<file path="src/hdl/sha_pkg.sv">
// Shared types and constants for the SHA-256 stream hasher.
`timescale 1ns / 1ps

package sha_pkg;

	// Block buffer geometry: 64 bytes held as 16 big-endian 32-bit words
	localparam int BUF_WORDS = 16;
	localparam int BUF_AW    = $clog2(BUF_WORDS);

	localparam logic [6:0] FILL_FULL = 7'd64;
	localparam logic [6:0] FILL_LEN  = 7'd56;
	localparam logic [7:0] PAD_BYTE  = 8'h80;

	// Buffer write port: lane_en[j] writes data[8*j +: 8]
	typedef struct packed {
		logic [3:0]        lane_en;
		logic [BUF_AW-1:0] addr;
		logic [31:0]       data;
	} sha_wr_t;

	// Top-level sequencer
	typedef enum logic [2:0] {
		ST_IDLE,
		ST_PAD,
		ST_ZERO,
		ST_LEN,
		ST_START,
		ST_WAIT,
		ST_OUT
	} sha_state_t;

	// Compression engine sequencer
	typedef enum logic [1:0] {
		CORE_IDLE,
		CORE_ROUND,
		CORE_FINAL
	} sha_core_state_t;

	// Initial chaining value, H0 in the top word
	localparam logic [255:0] HASH_INIT = {
		32'h6a09e667, 32'hbb67ae85, 32'h3c6ef372, 32'ha54ff53a,
		32'h510e527f, 32'h9b05688c, 32'h1f83d9ab, 32'h5be0cd19};

	// Round constants
	localparam logic [31:0] ROUND_K [64] = '{
		32'h428a2f98, 32'h71374491, 32'hb5c0fbcf, 32'he9b5dba5,
		32'h3956c25b, 32'h59f111f1, 32'h923f82a4, 32'hab1c5ed5,
		32'hd807aa98, 32'h12835b01, 32'h243185be, 32'h550c7dc3,
		32'h72be5d74, 32'h80deb1fe, 32'h9bdc06a7, 32'hc19bf174,
		32'he49b69c1, 32'hefbe4786, 32'h0fc19dc6, 32'h240ca1cc,
		32'h2de92c6f, 32'h4a7484aa, 32'h5cb0a9dc, 32'h76f988da,
		32'h983e5152, 32'ha831c66d, 32'hb00327c8, 32'hbf597fc7,
		32'hc6e00bf3, 32'hd5a79147, 32'h06ca6351, 32'h14292967,
		32'h27b70a85, 32'h2e1b2138, 32'h4d2c6dfc, 32'h53380d13,
		32'h650a7354, 32'h766a0abb, 32'h81c2c92e, 32'h92722c85,
		32'ha2bfe8a1, 32'ha81a664b, 32'hc24b8b70, 32'hc76c51a3,
		32'hd192e819, 32'hd6990624, 32'hf40e3585, 32'h106aa070,
		32'h19a4c116, 32'h1e376c08, 32'h2748774c, 32'h34b0bcb5,
		32'h391c0cb3, 32'h4ed8aa4a, 32'h5b9cca4f, 32'h682e6ff3,
		32'h748f82ee, 32'h78a5636f, 32'h84c87814, 32'h8cc70208,
		32'h90befffa, 32'ha4506ceb, 32'hbef9a3f7, 32'hc67178f2};

endpackage

</file>
<file path="src/hdl/sha256_stream_hash_top.sv">
// SHA-256 stream hasher: byte intake, padding sequencer and digest output.
//
//  channel  | handshake            | payload
//  ---------+----------------------+-------------------------------------------
//  input    | in_valid / in_ready  | data_byte, byte_present, end_of_message
//  output   | out_valid / out_ready| digest_word, word_index, last_word
//
// Bytes are taken only while the sequencer is idle. Each full 64-byte block then
// holds the input for its compression (start, 64 rounds on the shared round unit,
// final add). Closing a message adds padding and length writes and one or two
// compressions. The digest moves to an output buffer, so the next message is
// taken while its four words drain; a close waits only if the previous digest
// has not fully left. Reset is asynchronous and needs no clearing pass; the
// buffer RAM is never read before it is written.
`timescale 1ns / 1ps

module sha256_stream_hash_top
	import sha_pkg::*;
(
	input  logic        clk,
	input  logic        arst_n,
	input  logic        in_valid,
	output logic        in_ready,
	input  logic [7:0]  data_byte,
	input  logic        byte_present,
	input  logic        end_of_message,
	output logic        out_valid,
	input  logic        out_ready,
	output logic [63:0] digest_word,
	output logic [1:0]  word_index,
	output logic        last_word
);

	sha_state_t state_q, state_d, ret_q, ret_d;

	logic [6:0]  fill_q, fill_d;
	logic [63:0] bits_q, bits_d;
	logic        in_fire, out_fire;
	logic        core_start, core_init, core_done, load_dig;
	sha_wr_t     wr;
	logic [BUF_AW-1:0] rd_addr;
	logic [31:0]  rd_data;
	logic [255:0] hash;
	logic [255:0] dig_q;
	logic         oval_q;
	logic [1:0]   idx_q;

	sha_buf_ram u_ram (
		.clk     (clk),
		.wr      (wr),
		.rd_addr (rd_addr),
		.rd_data (rd_data)
	);

	sha_round_core u_core (
		.clk     (clk),
		.arst_n  (arst_n),
		.start   (core_start),
		.init    (core_init),
		.rd_addr (rd_addr),
		.rd_data (rd_data),
		.done    (core_done),
		.hash    (hash)
	);

	assign in_ready = (state_q == ST_IDLE);
	assign in_fire  = in_valid && in_ready;
	assign out_fire = oval_q && out_ready;

	// Sequencer: byte intake, padding, length, compression handoff
	always_comb begin
		state_d    = state_q;
		ret_d      = ret_q;
		fill_d     = fill_q;
		bits_d     = bits_q;
		wr         = '0;
		core_start = 1'b0;
		core_init  = 1'b0;
		load_dig   = 1'b0;
		unique case (state_q)
			ST_IDLE: begin
				if (in_fire) begin
					if (byte_present) begin
						wr.lane_en = 4'b1000 >> fill_q[1:0];
						wr.addr    = fill_q[5:2];
						wr.data    = {4{data_byte}};
						bits_d     = bits_q + 64'd8;
						if (fill_q == FILL_FULL - 7'd1) begin
							fill_d  = '0;
							ret_d   = end_of_message ? ST_PAD : ST_IDLE;
							state_d = ST_START;
						end else begin
							fill_d  = fill_q + 7'd1;
							state_d = end_of_message ? ST_PAD : ST_IDLE;
						end
					end else if (end_of_message) begin
						state_d = ST_PAD;
					end
				end
			end
			ST_PAD: begin
				wr.lane_en = 4'b1000 >> fill_q[1:0];
				wr.addr    = fill_q[5:2];
				wr.data    = {4{PAD_BYTE}};
				fill_d     = fill_q + 7'd1;
				state_d    = ST_ZERO;
			end
			ST_ZERO: begin
				if (fill_q == FILL_LEN) begin
					state_d = ST_LEN;
				end else if (fill_q == FILL_FULL) begin
					// marker did not leave room for the length: extra block
					fill_d  = '0;
					ret_d   = ST_ZERO;
					state_d = ST_START;
				end else begin
					wr.lane_en = 4'b1000 >> fill_q[1:0];
					wr.addr    = fill_q[5:2];
					wr.data    = '0;
					fill_d     = fill_q + 7'd1;
				end
			end
			ST_LEN: begin
				if (fill_q == FILL_FULL) begin
					fill_d  = '0;
					ret_d   = ST_OUT;
					state_d = ST_START;
				end else begin
					// big-endian bit count, upper word first
					wr.lane_en = 4'b1111;
					wr.addr    = fill_q[5:2];
					wr.data    = fill_q[2] ? bits_q[31:0] : bits_q[63:32];
					fill_d     = fill_q + 7'd4;
				end
			end
			ST_START: begin
				core_start = 1'b1;
				state_d    = ST_WAIT;
			end
			ST_WAIT: begin
				if (core_done) begin
					state_d = ret_q;
				end
			end
			ST_OUT: begin
				if (!oval_q) begin
					load_dig  = 1'b1;
					core_init = 1'b1;
					bits_d    = '0;
					fill_d    = '0;
					state_d   = ST_IDLE;
				end
			end
			default: state_d = ST_IDLE;
		endcase
	end

	always_ff @(posedge clk or negedge arst_n) begin
		if (!arst_n) begin
			state_q <= ST_IDLE;
			ret_q   <= ST_IDLE;
			fill_q  <= '0;
			bits_q  <= '0;
		end else begin
			state_q <= state_d;
			ret_q   <= ret_d;
			fill_q  <= fill_d;
			bits_q  <= bits_d;
		end
	end

	// Output buffer: four words, most significant first
	always_ff @(posedge clk or negedge arst_n) begin
		if (!arst_n) begin
			oval_q <= 1'b0;
			idx_q  <= '0;
		end else if (load_dig) begin
			oval_q <= 1'b1;
			idx_q  <= '0;
		end else if (out_fire) begin
			if (idx_q == 2'd3) begin
				oval_q <= 1'b0;
			end
			idx_q <= idx_q + 2'd1;
		end
	end

	always_ff @(posedge clk) begin
		if (load_dig) begin
			dig_q <= hash;
		end else if (out_fire) begin
			dig_q <= {dig_q[191:0], 64'd0};
		end
	end

	assign out_valid   = oval_q;
	assign digest_word = dig_q[255:192];
	assign word_index  = idx_q;
	assign last_word   = (idx_q == 2'd3);

endmodule

</file>
<file path="src/hdl/sha_buf_ram.sv">
// Block buffer: 16 x 32-bit synchronous RAM with byte lanes and registered read.
`timescale 1ns / 1ps

module sha_buf_ram
	import sha_pkg::*;
(
	input  logic              clk,
	input  sha_wr_t           wr,
	input  logic [BUF_AW-1:0] rd_addr,
	output logic [31:0]       rd_data
);

	logic [31:0] mem [BUF_WORDS];

	// Byte-lane write
	always_ff @(posedge clk) begin
		for (int j = 0; j < 4; j++) begin
			if (wr.lane_en[j]) begin
				mem[wr.addr][8*j +: 8] <= wr.data[8*j +: 8];
			end
		end
	end

	// Registered read
	always_ff @(posedge clk) begin
		rd_data <= mem[rd_addr];
	end

endmodule

</file>
<file path="src/hdl/sha_round_core.sv">
// SHA-256 compression engine: one round per cycle, schedule words from the buffer RAM.
`timescale 1ns / 1ps

module sha_round_core
	import sha_pkg::*;
(
	input  logic              clk,
	input  logic              arst_n,
	input  logic              start,
	input  logic              init,
	output logic [BUF_AW-1:0] rd_addr,
	input  logic [31:0]       rd_data,
	output logic              done,
	output logic [255:0]      hash
);

	sha_core_state_t state_q, state_d;

	logic [5:0]  rnd_q;
	logic [31:0] hs_q [8];
	logic [31:0] v_q  [8];
	logic [31:0] w_q  [16];

	logic [31:0] w_calc, w_cur, t1, t2;
	logic [31:0] big0, big1, sig0, sig1, ch, maj;

	// Sigma functions on the current window and working state
	assign sig0 = {w_q[1][6:0], w_q[1][31:7]} ^ {w_q[1][17:0], w_q[1][31:18]}
		^ {3'b000, w_q[1][31:3]};
	assign sig1 = {w_q[14][16:0], w_q[14][31:17]} ^ {w_q[14][18:0], w_q[14][31:19]}
		^ {10'd0, w_q[14][31:10]};
	assign big1 = {v_q[4][5:0], v_q[4][31:6]} ^ {v_q[4][10:0], v_q[4][31:11]}
		^ {v_q[4][24:0], v_q[4][31:25]};
	assign big0 = {v_q[0][1:0], v_q[0][31:2]} ^ {v_q[0][12:0], v_q[0][31:13]}
		^ {v_q[0][21:0], v_q[0][31:22]};
	assign ch   = (v_q[4] & v_q[5]) ^ (~v_q[4] & v_q[6]);
	assign maj  = (v_q[0] & v_q[1]) ^ (v_q[0] & v_q[2]) ^ (v_q[1] & v_q[2]);

	// Rounds 0..15 take the word straight from RAM, later ones expand the window
	assign w_calc = w_q[0] + sig0 + w_q[9] + sig1;
	assign w_cur  = (rnd_q[5:4] == 2'd0) ? rd_data : w_calc;
	assign t1     = v_q[7] + big1 + ch + ROUND_K[rnd_q] + w_cur;
	assign t2     = big0 + maj;

	always_comb begin
		for (int i = 0; i < 8; i++) begin
			hash[255 - 32*i -: 32] = hs_q[i];
		end
	end

	// Sequencer: next state, RAM read address, done strobe
	always_comb begin
		state_d = state_q;
		rd_addr = '0;
		done    = 1'b0;
		unique case (state_q)
			CORE_IDLE: begin
				if (start) begin
					state_d = CORE_ROUND;
				end
			end
			CORE_ROUND: begin
				rd_addr = rnd_q[BUF_AW-1:0] + BUF_AW'(1);
				if (rnd_q == 6'd63) begin
					state_d = CORE_FINAL;
				end
			end
			CORE_FINAL: begin
				done    = 1'b1;
				state_d = CORE_IDLE;
			end
			default: state_d = CORE_IDLE;
		endcase
	end

	always_ff @(posedge clk or negedge arst_n) begin
		if (!arst_n) begin
			state_q <= CORE_IDLE;
		end else begin
			state_q <= state_d;
		end
	end

	// Round counter
	always_ff @(posedge clk or negedge arst_n) begin
		if (!arst_n) begin
			rnd_q <= '0;
		end else if (state_q == CORE_ROUND) begin
			rnd_q <= rnd_q + 6'd1;
		end else begin
			rnd_q <= '0;
		end
	end

	// Chaining value
	always_ff @(posedge clk or negedge arst_n) begin
		if (!arst_n) begin
			for (int i = 0; i < 8; i++) begin
				hs_q[i] <= HASH_INIT[255 - 32*i -: 32];
			end
		end else if (init) begin
			for (int i = 0; i < 8; i++) begin
				hs_q[i] <= HASH_INIT[255 - 32*i -: 32];
			end
		end else if (state_q == CORE_FINAL) begin
			for (int i = 0; i < 8; i++) begin
				hs_q[i] <= hs_q[i] + v_q[i];
			end
		end
	end

	// Working variables and schedule window
	always_ff @(posedge clk) begin
		if (state_q == CORE_IDLE && start) begin
			for (int i = 0; i < 8; i++) begin
				v_q[i] <= hs_q[i];
			end
		end else if (state_q == CORE_ROUND) begin
			v_q[7] <= v_q[6];
			v_q[6] <= v_q[5];
			v_q[5] <= v_q[4];
			v_q[4] <= v_q[3] + t1;
			v_q[3] <= v_q[2];
			v_q[2] <= v_q[1];
			v_q[1] <= v_q[0];
			v_q[0] <= t1 + t2;
			for (int i = 0; i < 15; i++) begin
				w_q[i] <= w_q[i+1];
			end
			w_q[15] <= w_cur;
		end
	end

endmodule

</file>
<file path="config.mk">
export PLATFORM = sky130hd
export DESIGN_NAME = sha256_stream_hash_top
export DESIGN_NICKNAME = d
export VERILOG_FILES = /design/src/hdl/sha_pkg.sv /design/src/hdl/sha256_stream_hash_top.sv /design/src/hdl/sha_buf_ram.sv /design/src/hdl/sha_round_core.sv
export SDC_FILE = /design/constraint.sdc
export NUM_CORES = 2
export LEC_CHECK = 0
export ABC_AREA = 1
export ABC_CLOCK_PERIOD_IN_PS = 16000
export BUFFER_PORTS_ARGS = -buffer_cell sky130_fd_sc_hd__buf_2
export CORE_AREA = 2 2 602 604
export DETAILED_ROUTE_END_ITERATION = 10
export DIE_AREA = 0 0 604 606
export SLEW_MARGIN = 40
export SYNTH_ARGS = -nofsm -noshare
export SYNTH_HDL_FRONTEND = slang
export SYNTH_HIERARCHICAL = 1
export SYNTH_SLANG_ARGS = --single-unit
</file>
<file path="constraint.sdc">
create_clock -name clk -period 16 [get_ports clk]
set_clock_uncertainty 0.15 [all_clocks]
set_input_delay 0 -clock clk [delete_from_list [all_inputs] [get_ports clk]]
set_output_delay 0 -clock clk [all_outputs]
set_load 0.005 [all_outputs]
</file>
**Yosys cells after proc, flatten, opt, wreduce, memory -nomap -nowiden**

Memories as Yosys holds them, arrays and structs flattened. A register that Yosys moved wholly into a read port is not among the register bits.
Cells that the tools add are included.

- Reductions and logical operators: 18
- Shifts and indexed selects: 1
- $lt $le $gt $ge: 1
- Eq/ne operators: 24
- $add $sub $neg: 24
- Bitwise logic cells: 26
- Muxes and demuxes: 78

Operator list:

| cell | count |
|---|---|
| two-way mux 256 bit | 4 |
| adder 32 bit | 18 |
| two-way mux 32 bit | 12 |
| bitwise XOR 32 bit | 9 |
| two-way mux 40 bit | 5 |
| two-way mux 64 bit | 3 |
| bitwise AND 32 bit | 5 |
| case mux 40 bit (4 select lines) | 1 |
| case mux 64 bit (2 select lines) | 1 |
| adder 64 x 4 -> 64 bit (second input constant) | 1 |
| two-way mux 7 bit | 7 |
| two-way mux 3 bit | 14 |
| case mux 7 bit (5 select lines) | 1 |
| NOT 32 bit | 1 |
| bitwise XOR 32 x 22 -> 32 bit | 1 |
| bitwise XOR 32 x 29 -> 32 bit | 1 |
| two-way mux 1 bit | 21 |
| case mux 3 bit (7 select lines) | 1 |
| == test 7 x 6 -> 1 bit (second input constant) | 2 |
| inequality test 2 x 1 -> 1 bit (second input constant) | 5 |
| inequality test 2 bit (second input constant) | 5 |
| == test 3 bit (second input constant) | 3 |
| case mux 3 bit (3 select lines) | 1 |
| two-way mux 2 bit | 4 |
| other kinds (29) | 46 |

- Memories: 4
- Output and inout bits: 69
- Word-level logic and storage cells: 193
- Flip-flop bits (word level): 600
- RAM bits: 1280
- Memory bits (read-only): 2048

Memory list:

| name | depth | bits a word | read ports | clocked after memory_dff | wr ports | RTL line | source |
|---|---|---|---|---|---|---|---|
| (no name shown) | 64 | 32 | 1 | 0 | 0 | sha_round_core.sv:42 | `assign t1 = v_q[7] + big1 + ch + ROUND_K[rnd_q] + w_cur;` |
| u_core.w_q | 16 | 32 | 16 | 0 | 16 | sha_round_core.sv:22 | `logic [31:0] w_q [16];` |
| u_ram.mem | 16 | 32 | 1 | 1 | 1 | sha_buf_ram.sv:13 | `logic [31:0] mem [BUF_WORDS];` |
| u_core.v_q | 8 | 32 | 8 | 0 | 8 | sha_round_core.sv:21 | `logic [31:0] v_q [8];` |

**Depth between registers and ports, before layout**

An unclocked memory read counts as a cell.

- Word-level depth: 10
- Depth in mapped cells: 51
- Gate-level depth less buffers: 51

**By module**

Netlist, hierarchy kept.

By module, submodules not included:

| module | cells each | times used | area an instance (µm²) | sequential area each (µm²) |
|---|---|---|---|---|
| sha_round_core | 7648 | 1 | 67837.6 | 29838.6 |
| sha_buf_ram | 2195 | 1 | 23005.8 | 16015.4 |
| sha256_stream_hash_top | 1977 | 1 | 16766.1 | 9614.2 |

**Worst setup path before layout**

No wires, ideal clock.

- Path kind: reg2reg
- Start point: register u_core.state_q[1]
- End point: memory u_core.w_q[0][0], enable pin
- Arrival time: 14.868 ns
- Setup slack: -0.095 ns
- Required time: 14.774 ns
- Cell stages (with the launch flop): 4
- Setup time: 1.076 ns
- Cell sequence: dfrtp_1 -> nor2_1 -> clkbuf_1 -> clkbuf_1

RTL lines:

| item | RTL line | source |
|---|---|---|
| start, declared | sha_round_core.sv:17 | `sha_core_state_t state_q, state_d;` |
| start signal, assigned | sha_round_core.sv:80 | `state_q <= state_d;` |
| end, declared | sha_round_core.sv:22 |  |

==> impl_summary.txt <==
----------------------------------------------------
[Placement]
  Placed wire-length estimate after detailed placement ... 282,700 um
  Placed insts ... 16,348
  Number of port buffers ... 82
  Weighted congestion at the end of routability-driven global placement ... ~1.0

[Global routing]
  Maximum number of pins on one net before global-route repair ... ~170
  Initial antenna violation count ... 14
  Number of global-route vias before repair ... 78,290
  First-pass GRT wire length ... 543,900 um
  GRT Resource Usage Total ... 0.2013
  Grt ovf ... 0

[Synth]
  Gate count after technology mapping ... roughly 12,000
  Most common flop cell mapped by yosys ... sky130_fd_sc_hd__edfxtp_1
  Yosys cell types ... 76
  Avg Cell Area, Syn ... 9.104 um2
  Portion of the post-synthesis area used by sequential elements ... 0.5155
  Post-synth EDFFs ... ~1,500
  Number of warnings reported in the yosys synthesis log ... 6
  Flip-flop and latch count after synthesis ... 1,909
  Total standard cell area after synthesis ... 107,600 um2
  Number of nets in the synthesized netlist ... between 10,000 and 15,000
  Async set-or-reset flop fraction in the synthesized netlist ... 0.1786

[Setup path]
  CP Data Arrival Time ... 10,560 ps
  Max FO, Critical Path ... 6
  Sort of element at the start of the critical path ... register
  Required time of the worst setup path ... 16,500 ps
  Largest delay contributor family on the critical path ... adder cells
  Setup crit end kind ... register
  Largest incremental delay on the critical path ... 540 ps
  Worst path buffer plus inverter count ... 7
  Crit Path Class ... register to register
  Cell at the slowest stage of the critical path ... sky130_fd_sc_hd__fa_1

[Clocking]
  CTS clk-pin slew, worst paths ... roughly 60 ps
  Post-CTS setup buffers ... 0
  CTS root buf ... sky130_fd_sc_hd__clkbuf_16
  Hold buffer count at CTS ... 22
  TritonCTS clock tree ... built
  CTS Buf Count ... approximately 210
  H-Tree Depth ... 4
  Clock latency on the worst-skew pair ... 940 ps
  Total of cells resized after clock tree synthesis ... 0
  Maximum clock insertion buffer count ... 4
  TritonCTS Sinks ... 1,909

[STA]
  Worst hold margin ... 102.9 ps
  Max transition margin ... 0.3454
  Final Hold Fails ... 0
  Setup Viol. Count Final ... 0
  Pins over their slew limit ... 0
  RSZ-0062 raised after global routing ... false
  Total negative setup slack ... 0 ps
  Measured slew at the worst slew-check pin ... 981.9 ps
  Final clock period utilization by the worst path ... 0.6286
  Time the worst path needs with I/O delays and setup ... roughly 10,000 ps
  Fmax achieved ... between 0.09 and 0.1 GHz

[Routing]
  Violation count after the first detailed-routing iteration ... 9,976
  Residual DRC ... 0
  Post-DRT Antenna Nets ... 0
  Total wire length ... 378,100 um
  First drt pass iteration count ... 8
  Drt via density ... 4.957
  Detail-routed net length per standard cell ... 22.54 um
  Via count ... 83,134

[Status]
  Outcome ... completed

[Final layout]
  Count of placed standard cells in the final layout, fillers left out ... 16,772
  Register cell area after layout ... 55,470 um2
  Area occupied by multi-input gates ... 43,140 um2
  Final-layout fill cell count ... 37,058
  Number of nets in the final layout ... 12,411
  Post-synthesis to final-layout area growth ... 11.96%
  Fraction of final layout cells sized beyond drive strength 1 ... 0.07501
  Final core utilization ... 0.3344

[Floorplan]
  Starting density of the core ... 0.2987
  Die extent in x ... 604 um
  Chip height ... 606 um
  DIE AREA ... 366,000 um2
  I/O Pins ... 83
  Row count ... 221
  Core footprint ... 360,300 um2

[Min path]
  Type of the most critical hold path ... input pin to asynchronous set/reset pin

[Job]
  Number of violations of the max-capacitance limit ... 0

----------------------------------------------------
==> synth_stat cells, drive strengths merged, types with 15 or more instances <==
cell type,instances,share of area
a211oi,15,0.0010
a21boi,20,0.0015
a21o,66,0.0046
a21oi,595,0.029
a31oi,53,0.0031
buf,277,0.016
clkbuf,180,0.0063
dfrtp,205,0.048
dfstp,136,0.033
dfxtp,32,0.0060
edfxtp,1536,0.43
fa,196,0.036
ha,409,0.048
inv,1834,0.064
nand2,3082,0.11
nand3,693,0.033
nand3b,16,0.0011
nand4,60,0.0035
nor2,757,0.027
nor3,104,0.0051
nor4,19,0.0012
o211ai,30,0.0021
o21a,27,0.0019
o21ai,711,0.034
o21bai,67,0.0048
o221ai,31,0.0025
o22ai,120,0.0070
or2,34,0.0020
xnor2,184,0.015
xor2,245,0.020
==> worst paths after layout <==
check | depth (start not counted) | to | slack [ps] | startpoint
worst max-delay path | 40 | u_core/v_q[0][28]$_DFFE_PP_ | 5940 | u_core/w_q[0][55]$_DFFE_PP_
worst min-delay path | 4 | u_core/hash[228]$_DFFE_PN0P_ | 100 | arst_n
worst max register to register | 40 | u_core/v_q[0][28]$_DFFE_PP_ | 5940 | u_core/w_q[0][55]$_DFFE_PP_
worst min register to register | 0 | u_core/w_q[1][208]$_DFFE_PP_ | 180 | u_core/w_q[1][240]$_DFFE_PP_
max in group asynchronous | 6 | u_core/hash[20]$_DFFE_PN0P_ | 13610 | arst_n
min in group clk | 0 | u_core/w_q[1][208]$_DFFE_PP_ | 180 | u_core/w_q[1][240]$_DFFE_PP_
==> per-stage QoR <==
| stage | setup slack [ps] | instance area, um2 |
|---|---|---|
| finish | 5943 | 120500 |
| global route | 5438 | 120500 |
| CTS | 6104 | 120200 |
| detailed placement | 6170 | 112800 |
| global placement | 6165 | 112600 |
| floorplan | 7601 | 107600 |
==> layout by cell type (no fill, tap or decap), drive strengths merged, types with 245 or more instances in the layout <==
master / netlist / layout
nand2: 3082 / 3082
nor2: 757 / 757
edfxtp: 1536 / 1536
a21oi: 595 / 595
clkbuf: 180 / 259
o21ai: 711 / 711
nand3: 693 / 693
xor2: 245 / 245
inv: 1834 / 1845
ha: 409 / 409
==> sequential cells by signal (all words and copies together) (netlist names), 3 cells and up <==
| name | count |
|---|---|
| u_core/hash | 256 |
| u_ram/rd_data | 32 |
| dig_q | 256 |
| u_ram/mem | 512 |
| u_core/w_q | 512 |
| fill_q | 7 |
| ret_q | 3 |
| u_core/v_q | 256 |
| u_core/rnd_q | 6 |
| bits_q | 61 |
| state_q | 3 |
==> metal layers <==
metal / GRT usage / wire length (um) / vias up
met5: 0 / 21 / -
met4: 0.07998 / 16610 / 4
met3: 0.03646 / 33590 / 634
met2: 0.3021 / 161100 / 3426
met1: 0.2858 / 166800 / 40307
li1: - / - / 38763
==> worst register-to-register path: cells and delay by family, from the launching register on <==
family	cells	cell delay, ps
adders and majority gates	9	4170
AOI/OAI and AO/OA	9	2020
and+or+nand+nor	11	1470
xor gates and xnor gates	4	1030
DFF	1	500
buffers and inverters	7	480
==> kinds of logic after synthesis <==
kind of cell               share of synthesized area
AOI/OAI and AO/OA                            0.09709
xor gates and xnor gates                     0.03513
adders and majority gates                    0.08439
buffers and inverters                        0.08658
DFF                                           0.5155
muxes                                     0.00009302
and+or+nand+nor                               0.1813
==> layout make-up <==
type,instances,area share
tap,4794,0.04979
multi-input combinational,7617,0.3581
sequential,1909,0.4604
inverter,1837,0.05751
timing repair buffer,218,0.01476
clock buffer,259,0.04655
clock inverter,132,0.01282
antenna,6,0.0001246
Power is left out: the tool's default activity adds up to more than one toggle a clock period on the data nets, which glitch-free logic cannot reach.
